File: src/hdl/ksat_pkg.sv
// shared types and codes of the keyed statistics table
`default_nettype none

package ksat_pkg;

    localparam int ENTRIES_DEF = 64;

    localparam int OP_W     = 2;
    localparam int KEY_W    = 22;
    localparam int DELTA_W  = 32;
    localparam int TOTAL_W  = 64;
    localparam int TICK_W   = 32;
    localparam int STATUS_W = 2;
    localparam int COUNT_W  = 7;

    localparam logic [OP_W-1:0] OP_ADD    = 2'd0;
    localparam logic [OP_W-1:0] OP_UPDATE = 2'd1;
    localparam logic [OP_W-1:0] OP_DELETE = 2'd2;
    localparam logic [OP_W-1:0] OP_LOOKUP = 2'd3;

    localparam logic [STATUS_W-1:0] ST_OK        = 2'd0;
    localparam logic [STATUS_W-1:0] ST_NOT_FOUND = 2'd1;
    localparam logic [STATUS_W-1:0] ST_FULL      = 2'd2;

    // request as it enters the chain
    typedef struct packed {
        logic [OP_W-1:0]    op;
        logic [KEY_W-1:0]   key;
        logic [DELTA_W-1:0] minor;
        logic [DELTA_W-1:0] major;
        logic [DELTA_W-1:0] cpu;
        logic [TICK_W-1:0]  stamp;
    } t_req;

    // data picked up from the matching cell
    typedef struct packed {
        logic [TOTAL_W-1:0] minor;
        logic [TOTAL_W-1:0] major;
        logic [TOTAL_W-1:0] cpu;
        logic [TICK_W-1:0]  start;
        logic [TICK_W-1:0]  last;
    } t_res;

    // token handed from cell to cell
    typedef struct packed {
        logic vld;
        logic done;
        t_req req;
        t_res res;
    } t_tok;

endpackage

`default_nettype wire

File: src/hdl/ksat_cell.sv
// one table slot: holds an entry and acts on the token passing by
`default_nettype none

module ksat_cell (
    input  wire logic          i_clk,
    input  wire logic          i_rst_n,
    input  wire logic          i_en,
    input  wire ksat_pkg::t_tok i_tok,
    output ksat_pkg::t_tok     o_tok
);

    logic                            r_valid;
    logic [ksat_pkg::KEY_W-1:0]      r_key;
    logic [ksat_pkg::TOTAL_W-1:0]    r_minor;
    logic [ksat_pkg::TOTAL_W-1:0]    r_major;
    logic [ksat_pkg::TOTAL_W-1:0]    r_cpu;
    logic [ksat_pkg::TICK_W-1:0]     r_start;
    logic [ksat_pkg::TICK_W-1:0]     r_last;
    logic                            r_tok_vld;
    logic                            r_tok_done;
    ksat_pkg::t_req                  r_tok_req;
    ksat_pkg::t_res                  r_tok_res;

    logic                            n_valid;
    logic [ksat_pkg::KEY_W-1:0]      n_key;
    logic [ksat_pkg::TOTAL_W-1:0]    n_minor;
    logic [ksat_pkg::TOTAL_W-1:0]    n_major;
    logic [ksat_pkg::TOTAL_W-1:0]    n_cpu;
    logic [ksat_pkg::TICK_W-1:0]     n_start;
    logic [ksat_pkg::TICK_W-1:0]     n_last;
    ksat_pkg::t_tok                  n_tok;

    logic hit_free;
    logic hit_key;

    always_comb begin
        hit_free = i_tok.vld && !i_tok.done && (i_tok.req.op == ksat_pkg::OP_ADD) && !r_valid;
        hit_key  = i_tok.vld && !i_tok.done && (i_tok.req.op != ksat_pkg::OP_ADD) && r_valid
                   && (r_key == i_tok.req.key);

        n_valid = r_valid;
        n_key   = r_key;
        n_minor = r_minor;
        n_major = r_major;
        n_cpu   = r_cpu;
        n_start = r_start;
        n_last  = r_last;
        n_tok   = i_tok;

        if (hit_free) begin
            n_valid = 1'b1;
            n_key   = i_tok.req.key;
            n_minor = {32'd0, i_tok.req.minor};
            n_major = {32'd0, i_tok.req.major};
            n_cpu   = {32'd0, i_tok.req.cpu};
            n_start = i_tok.req.stamp;
            n_last  = i_tok.req.stamp;
        end else if (hit_key) begin
            case (i_tok.req.op)
                ksat_pkg::OP_UPDATE: begin
                    n_minor = r_minor + {32'd0, i_tok.req.minor};
                    n_major = r_major + {32'd0, i_tok.req.major};
                    n_cpu   = r_cpu + {32'd0, i_tok.req.cpu};
                    n_last  = i_tok.req.stamp;
                end
                ksat_pkg::OP_DELETE: begin
                    n_valid = 1'b0;
                end
                default: begin
                end
            endcase
        end

        if (hit_free || hit_key) begin
            n_tok.done = 1'b1;
            // a deleted entry reports zeros, which the token already carries
            if (i_tok.req.op != ksat_pkg::OP_DELETE) begin
                n_tok.res.minor = n_minor;
                n_tok.res.major = n_major;
                n_tok.res.cpu   = n_cpu;
                n_tok.res.start = n_start;
                n_tok.res.last  = n_last;
            end
        end
    end

    always_ff @(posedge i_clk) begin
        if (!i_rst_n) begin
            r_valid   <= 1'b0;
            r_tok_vld <= 1'b0;
        end else if (i_en) begin
            r_valid   <= n_valid;
            r_tok_vld <= n_tok.vld;
        end
    end

    always_ff @(posedge i_clk) begin
        if (i_en) begin
            r_key      <= n_key;
            r_minor    <= n_minor;
            r_major    <= n_major;
            r_cpu      <= n_cpu;
            r_start    <= n_start;
            r_last     <= n_last;
            r_tok_done <= n_tok.done;
            r_tok_req  <= n_tok.req;
            r_tok_res  <= n_tok.res;
        end
    end

    assign o_tok = {r_tok_vld, r_tok_done, r_tok_req, r_tok_res};

endmodule

`default_nettype wire

File: config.mk
export PLATFORM = sky130hd
export DESIGN_NAME = ksat_cell
export DESIGN_NICKNAME = d
export VERILOG_FILES = /design/src/hdl/ksat_pkg.sv /design/src/hdl/ksat_cell.sv
export SDC_FILE = /design/constraint.sdc
export NUM_CORES = 1
export LEC_CHECK = 0
export BUFFER_PORTS_ARGS = -buffer_cell sky130_fd_sc_hd__buf_2
export CORE_AREA = 2 2 317 319
export CTS_CLUSTER_SIZE = 24
export DETAILED_ROUTE_END_ITERATION = 8
export DIE_AREA = 0 0 319 321
export GPL_TIMING_DRIVEN = 0
export MAX_ROUTING_LAYER = met4
export PLACE_DENSITY = 0.56
export SETUP_SLACK_MARGIN = 0.4
export SKIP_LAST_GASP = 1
export SLEW_MARGIN = 20
export SYNTH_ARGS = -nofsm -noshare
export SYNTH_HDL_FRONTEND = slang
export SYNTH_SLANG_ARGS = --single-unit
File: constraint.sdc
create_clock -name i_clk -period 3.2 [get_ports i_clk]
set_input_delay 0.32 -clock i_clk [delete_from_list [all_inputs] [get_ports i_clk]]
set_output_delay 0.32 -clock i_clk [all_outputs]
set_load 0.01 [all_outputs]
==> metrics, run 1 <==
total power draw=24.9 mW; wire per inst=24.6 um; worst hold slack=44.7 ps; Pins Over Slew Limit=11; hold crit path type=primary input to register; clock latency on the worst-skew pair=670 ps; initial antenna violation count=13; final setup vio count=214; CP Buf/Inv Count=0; DPL Wire Length=101000 um; synthesized area=34200 um^2; most frequent cells in the layout=buf_2 (829), edfxtp_1 (687), nand2_1 (534); via count=30900; die footprint=102000 um^2; Worst Setup Start Kind=register; critical path's slowest cell=edfxtp_1; Worst R2R Start=r_minor[0]$_DFFE_PP_; pin count of the biggest net entering global routing=102; initial core utilization=0.345; status=complete, but fails checks; CP Depth=12; Cells after Synth=3011; CP endpoint kind=register; Synth async-reset ratio=0; DR pass1 iterations=5; RSZ-0062 raised after global routing=true; Setup WS post-layout=-516 ps; Synth warnings=0; Pleak=21.9 nW; Syn-to-layout area delta=57.7%; Antenna Nets Post-Route=0; endpoints failing hold=0; critical path arrival=4070 ps; root buffer cell=clkbuf_16; fin util=0.544; Clock Sinks=689; Slew headroom=-0.00584; global-route wire length before repair=200000 um; RePlAce Congestion=0.924; Fin Clk Skew=22.6 ps; Synth area leader=edfxtp_1; slowest cell delay on critical path=430 ps; core area=99300 um^2; Fmax=269 MHz; Post-layout nets=5067; drt first-iter violations=2511; top post-synthesis cells by area=edfxtp_1 (60%), nand2_1 (6.8%), mux2_2 (3.9%); Final period util=1.16; IO Pins=823; Clock Tree Buf Depth=3; cts bufs inserted=82; layout cells sized above 1=0.411; Tot GR Track Use=0.274; Worst-path clk slew=60 ps; Final min period=3720 ps; Max-cap violations=1; Die X=319 um; count of different cell masters after synthesis=78; Std-Cell Rows=116; number of synthesized register bits=689; Critical Path Sink=o_tok[220]$_DFFE_PP_; slew at the pin closest to its max-slew limit=1510 ps; Crit Path Max Fanout=2; grt ovf=0; required time of the critical path=3550 ps; post-synthesis net count=3523; failing checks=capacitance limit, slew limit, setup timing; most common cell after layout, fill and taps aside=buf_2; Residual DRC=0; path depth of the worst reg2reg path=12; RR Endpoint=o_tok[220]$_DFFE_PP_; Vias/cell=5.21; Die Ht=321 um; CP delay by family, top=compound AO/OA/AOI/OAI gates; CP Class=register to register; r2r setup slk=-520 ps; setup_tns=-32350 ps; port bufs=822; maximum vdd ir drop=0.389 mV; Yosys top cell area share=0.603; EDFF count, synth=687; Post-Route WL=146000 um; Seq/Total Area, Yosys=0.604; CTS tree=built; Syn Area/Cell=11.4 um^2; vias in the first global route=30200; worst setup path start=r_minor[0]$_DFFE_PP_; htree depth=3; crit-path cells=ha_4 -> fa_2 -> a211oi_4 -> o21bai_4 -> a211oi_4 -> a211oi_2 -> a21o_1 -> a221o_1 -> a221o_1 -> a21oi_2 -> mux2i_2 -> a31oi_2; P per Cell Area=461 nW/um^2; Primary FF master, synth=edfxtp_1
-- metrics by stage --
stage               area, um^2  setup slack, ps  std cells
floorplan                34700            -71.3       3011
global placement         40400           -10470       5131
detailed placement       40700            -1720       5140
CTS                      50400             -477       5812
global route             54000             -624       5930
finish                   54000             -516       5933
-- cell families after synthesis --
group           share of synthesized area
simple gates                        0.149
mux                                0.0412
xor+xnor                           0.0486
flops                               0.604
compound gates                      0.101
buf+inv                            0.0189
fa+ha+maj                          0.0369
-- synthesized netlist by cell type (10+ instances only) --
| cell type | n |
|---|---|
| a21oi_1 | 166 |
| nor3_1 | 30 |
| and2_1 | 18 |
| or3_1 | 10 |
| xnor2_1 | 111 |
| a31oi_1 | 38 |
| ha_1 | 96 |
| mux2_2 | 119 |
| a211oi_1 | 20 |
| nand3_1 | 69 |
| o211ai_1 | 16 |
| o21a_1 | 12 |
| nor2_1 | 261 |
| o21ai_1 | 14 |
| nand2_1 | 616 |
| xor2_1 | 79 |
| edfxtp_1 | 687 |
| and3_1 | 21 |
| nand2b_1 | 10 |
| buf_1 | 13 |
| o21ai_0 | 169 |
| o31ai_1 | 17 |
| o21bai_1 | 21 |
| nor2b_1 | 12 |
| a21o_1 | 40 |
| nand4_1 | 60 |
| inv_1 | 27 |
| clkbuf_1 | 116 |
| nor4_1 | 16 |
-- sequential cells by signal (all words and copies together) (netlist names) --
signal	flops
o_tok	408
r_cpu	64
r_major	64
r_minor	64
r_last	32
r_start	32
r_key	22
r_tok_done	1
r_tok_vld	1
r_valid	1
-- per-layer routing --
layer  vias to the layer above  global-route usage  share of wire
met4                         0              0.0746          0.026
met2                      1232               0.455           0.49
met1                     15300               0.345           0.41
met3                       211              0.0507          0.073
met5                         -                   -              0
li1                      14100                   -              -
-- how the worst min path moves through the flow --
stage	startpoint	to	slack (ps)	depth (start not counted)
floorplan	i_tok[256]	o_tok[256]$_DFFE_PP_	420	0
global route	i_tok[313]	r_cpu[25]$_DFFE_PP_	40	2
finish	i_tok[313]	r_cpu[25]$_DFFE_PP_	40	2
global placement	r_start[17]$_DFFE_PP_	r_start[17]$_DFFE_PP_	520	2
CTS	i_tok[313]	r_cpu[25]$_DFFE_PP_	7	2
detailed placement	r_tok_vld$_SDFFE_PN0P_	r_tok_vld$_SDFFE_PN0P_	530	2
-- timing repair --
item / CTS / global route
endpoints found under the hold margin: 457 / 1
setup endpoints to repair: 519 / 475
hold buffers: 407 / 1
pin swaps: 119 / 222
gates resized for setup: 457 / 619
cloned: 11 / 2
buffers inserted: 105 / 103
-- layout make-up --
| cell class | count | area (um^2) |
|---|---|---|
| clock buffers | 98 | 2130 |
| flip-flops and latches | 689 | 20700 |
| clock inverters | 51 | 464 |
| multi-input cells | 2156 | 17000 |
| plain buffers | 140 | 1260 |
| inverters | 27 | 101 |
| repair buffers | 1459 | 10700 |
| fillers | 8612 | 45300 |
| well taps | 1298 | 1620 |
| diodes | 15 | 37.5 |
-- worst register-to-register path, stage by stage (launching register included) --
cell and delay, ps:
edfxtp_1 430, ha_4 200, fa_2 370, a211oi_4 280
o21bai_4 100, a211oi_4 350, a211oi_2 140, a21o_1 220
a221o_1 340, a221o_1 360, a21oi_2 190, mux2i_2 290
a31oi_2 160
-- report_power, final --
part           internal [mW]  switching, mW
combinational           2.12           2.54
sequential              10.7          0.289
clock                   5.27           4.02
total                   18.0           6.85
No activity file was read; power rests on OpenSTA's default activity.
==> inputs of run 2 (changes only) <==
PLACE_DENSITY = not set   (was 0.56)
==> metrics, run 2 (synthesized netlist as in run 1, its figures left out) <==
Largest register FFs=408 (unchanged); Syn-to-layout area delta=60.0% (was 57.7%); Tot GR Track Use=0.282 (was 0.274); CTS tree=built (unchanged); Worst Setup Start Kind=register (unchanged); root buffer cell=clkbuf_16 (unchanged); layout cells sized above 1=0.422 (was 0.411); most common cell after layout, fill and taps aside=buf_2 (unchanged); DPL Wire Length=100000 um (was 101000 um); clock latency on the worst-skew pair=660 ps (was 670 ps); P per Cell Area=458 nW/um^2 (was 461 nW/um^2); Final min period=3760 ps (was 3720 ps); CP Class=register to register (unchanged); Post-Route WL=146000 um (about the same); Max-cap violations=0 (was 1); drt first-iter violations=2500 (was 2511); Clock Sinks=689 (unchanged); Slew headroom=0.293 (was -0.00584); global-route wire length before repair=207000 um (was 200000 um); Setup WS post-layout=-556 ps (was -516 ps); path depth of the worst reg2reg path=12 (unchanged); required time of the critical path=3550 ps (about the same); dpl ws=-1770 ps (was -1720 ps); endpoints failing hold=1 (was 0); port bufs=822 (unchanged); RePlAce Congestion=0.923 (was 0.924); initial antenna violation count=15 (was 13); CP endpoint kind=register (unchanged); maximum vdd ir drop=0.681 mV (was 0.389 mV); Die Ht=321 um (unchanged); slew at the pin closest to its max-slew limit=1060 ps (was 1510 ps); Crit Path Max Fanout=2 (unchanged); Antenna Nets Post-Route=0 (unchanged); status=complete, but fails checks (unchanged); Fmax=266 MHz (was 269 MHz); via count=31300 (was 30900); Worst-path clk slew=70 ps (was 60 ps); Fin Clk Skew=27.8 ps (was 22.6 ps); # hold bufs at CTS=402 (was 407); Final period util=1.17 (was 1.16); Std-Cell Rows=116 (unchanged); hold crit path type=primary input to register (unchanged); worst hold slack=-39.4 ps (was 44.7 ps); total power draw=25.1 mW (was 24.9 mW); grt ovf=0 (unchanged); cell count of the worst hold path=1 (was 2); Vias/cell=5.27 (was 5.21); Clock Tree Buf Depth=3 (unchanged); critical path arrival=4100 ps (was 4070 ps); vias in the first global route=31400 (was 30200); htree depth=3 (unchanged); DR pass1 iterations=5 (unchanged); Pins Over Slew Limit=0 (was 11); final setup vio count=194 (was 214); Post-layout nets=5081 (was 5067); most frequent cells in the layout=buf_2 (828), edfxtp_1 (687), nand2_1 (528) (was buf_2 (829), edfxtp_1 (687), nand2_1 (534)); Residual DRC=0 (unchanged); initial core utilization=0.345 (unchanged); Pleak=22.3 nW (was 21.9 nW); cts bufs inserted=82 (unchanged); failing checks=hold timing, setup timing (was capacitance limit, slew limit, setup timing); Placed Cells=5140 (unchanged); wire per inst=24.5 um (was 24.6 um); RSZ-0062 raised after global routing=true (unchanged); die footprint=102000 um^2 (unchanged); IO Pins=823 (unchanged); core area=99300 um^2 (unchanged); pin count of the biggest net entering global routing=101 (was 102); Die X=319 um (unchanged); fin util=0.552 (was 0.544); Final Instance Count excl. Fillers=5944 (was 5933)
## run 2: cell types whose count changed in the layout (fill, tap and decap cells not counted), sizes merged
cell,delta
buf,+14
bufinv,+1
clkbuf,+1
clkdlybuf4s15,+1
clkinv,+5
clkinvlp,-1
diode,-5
dlygate4sd3,-6
inv,+1
## run 2: final timing paths
kind | endpoint | slack [ps] | start
worst min-delay path | o_tok[352]$_DFFE_PP_ | -40 | i_tok[352]
worst max register to register | o_tok[220]$_DFFE_PP_ | -560 | r_minor[0]$_DFFE_PP_
worst max-delay path | o_tok[220]$_DFFE_PP_ | -560 | r_minor[0]$_DFFE_PP_
worst min register to register | r_start[25]$_DFFE_PP_ | 550 | r_start[25]$_DFFE_PP_
## run 2: critical path: stages (launching register included)
cell and delay (ps):
edfxtp_1 440, ha_4 210, fa_2 390, a211oi_4 240, o21bai_2 130, a211oi_4 370
a211oi_2 140, a21o_1 200, a221o_1 370, a221o_1 340, a21oi_2 170, mux2i_2 290
a31oi_2 150
## run 2: what timing repair did
item,in CTS,in global routing
setup buffers,154,75
setup endpoints to repair,516,477
gates resized for setup,880,265
pin swaps,224,168
endpoints found under the hold margin,465,1
gates cloned,12,0
## run 2: final cells by class
cell class	instances	area [um^2]
multi-input combinational	2156	17400
clock inverter	57	528
timing repair buffer	1473	11000
inverter	27	101
clock buffer	94	2120
tap	1298	1620
antenna	10	25.0
fill	8265	44500
sequential	689	20700
buffer	140	1260
## run 2: per-layer routing
metal	wire, um	part of all wire	global-route usage
met5	0	0	-
met4	5500	0.038	0.101
met3	11100	0.076	0.0534
met2	69600	0.48	0.456
met1	59600	0.41	0.355
## run 2: through the flow
step           hold slack, ps  instance area (um^2)  setup TNS [ps]
4_1_cts                 -97.9                 53000          -14320
5_1_grt                 -65.2                 54700          -53850
3_5_place_dp              528                 40700         -523500
6_report                -39.4                 54800          -26760
2_1_floorplan             419                 34700            -115
3_3_place_gp              524                 40400        -6898850
## run 2: power breakdown
| part | leakage [nW] | switching (mW) | internal, mW |
|---|---|---|---|
| clock network | 1.29 | 4.07 | 5.36 |
| registers | 6.74 | 0.300 | 10.7 |
| logic | 14.2 | 2.57 | 2.15 |
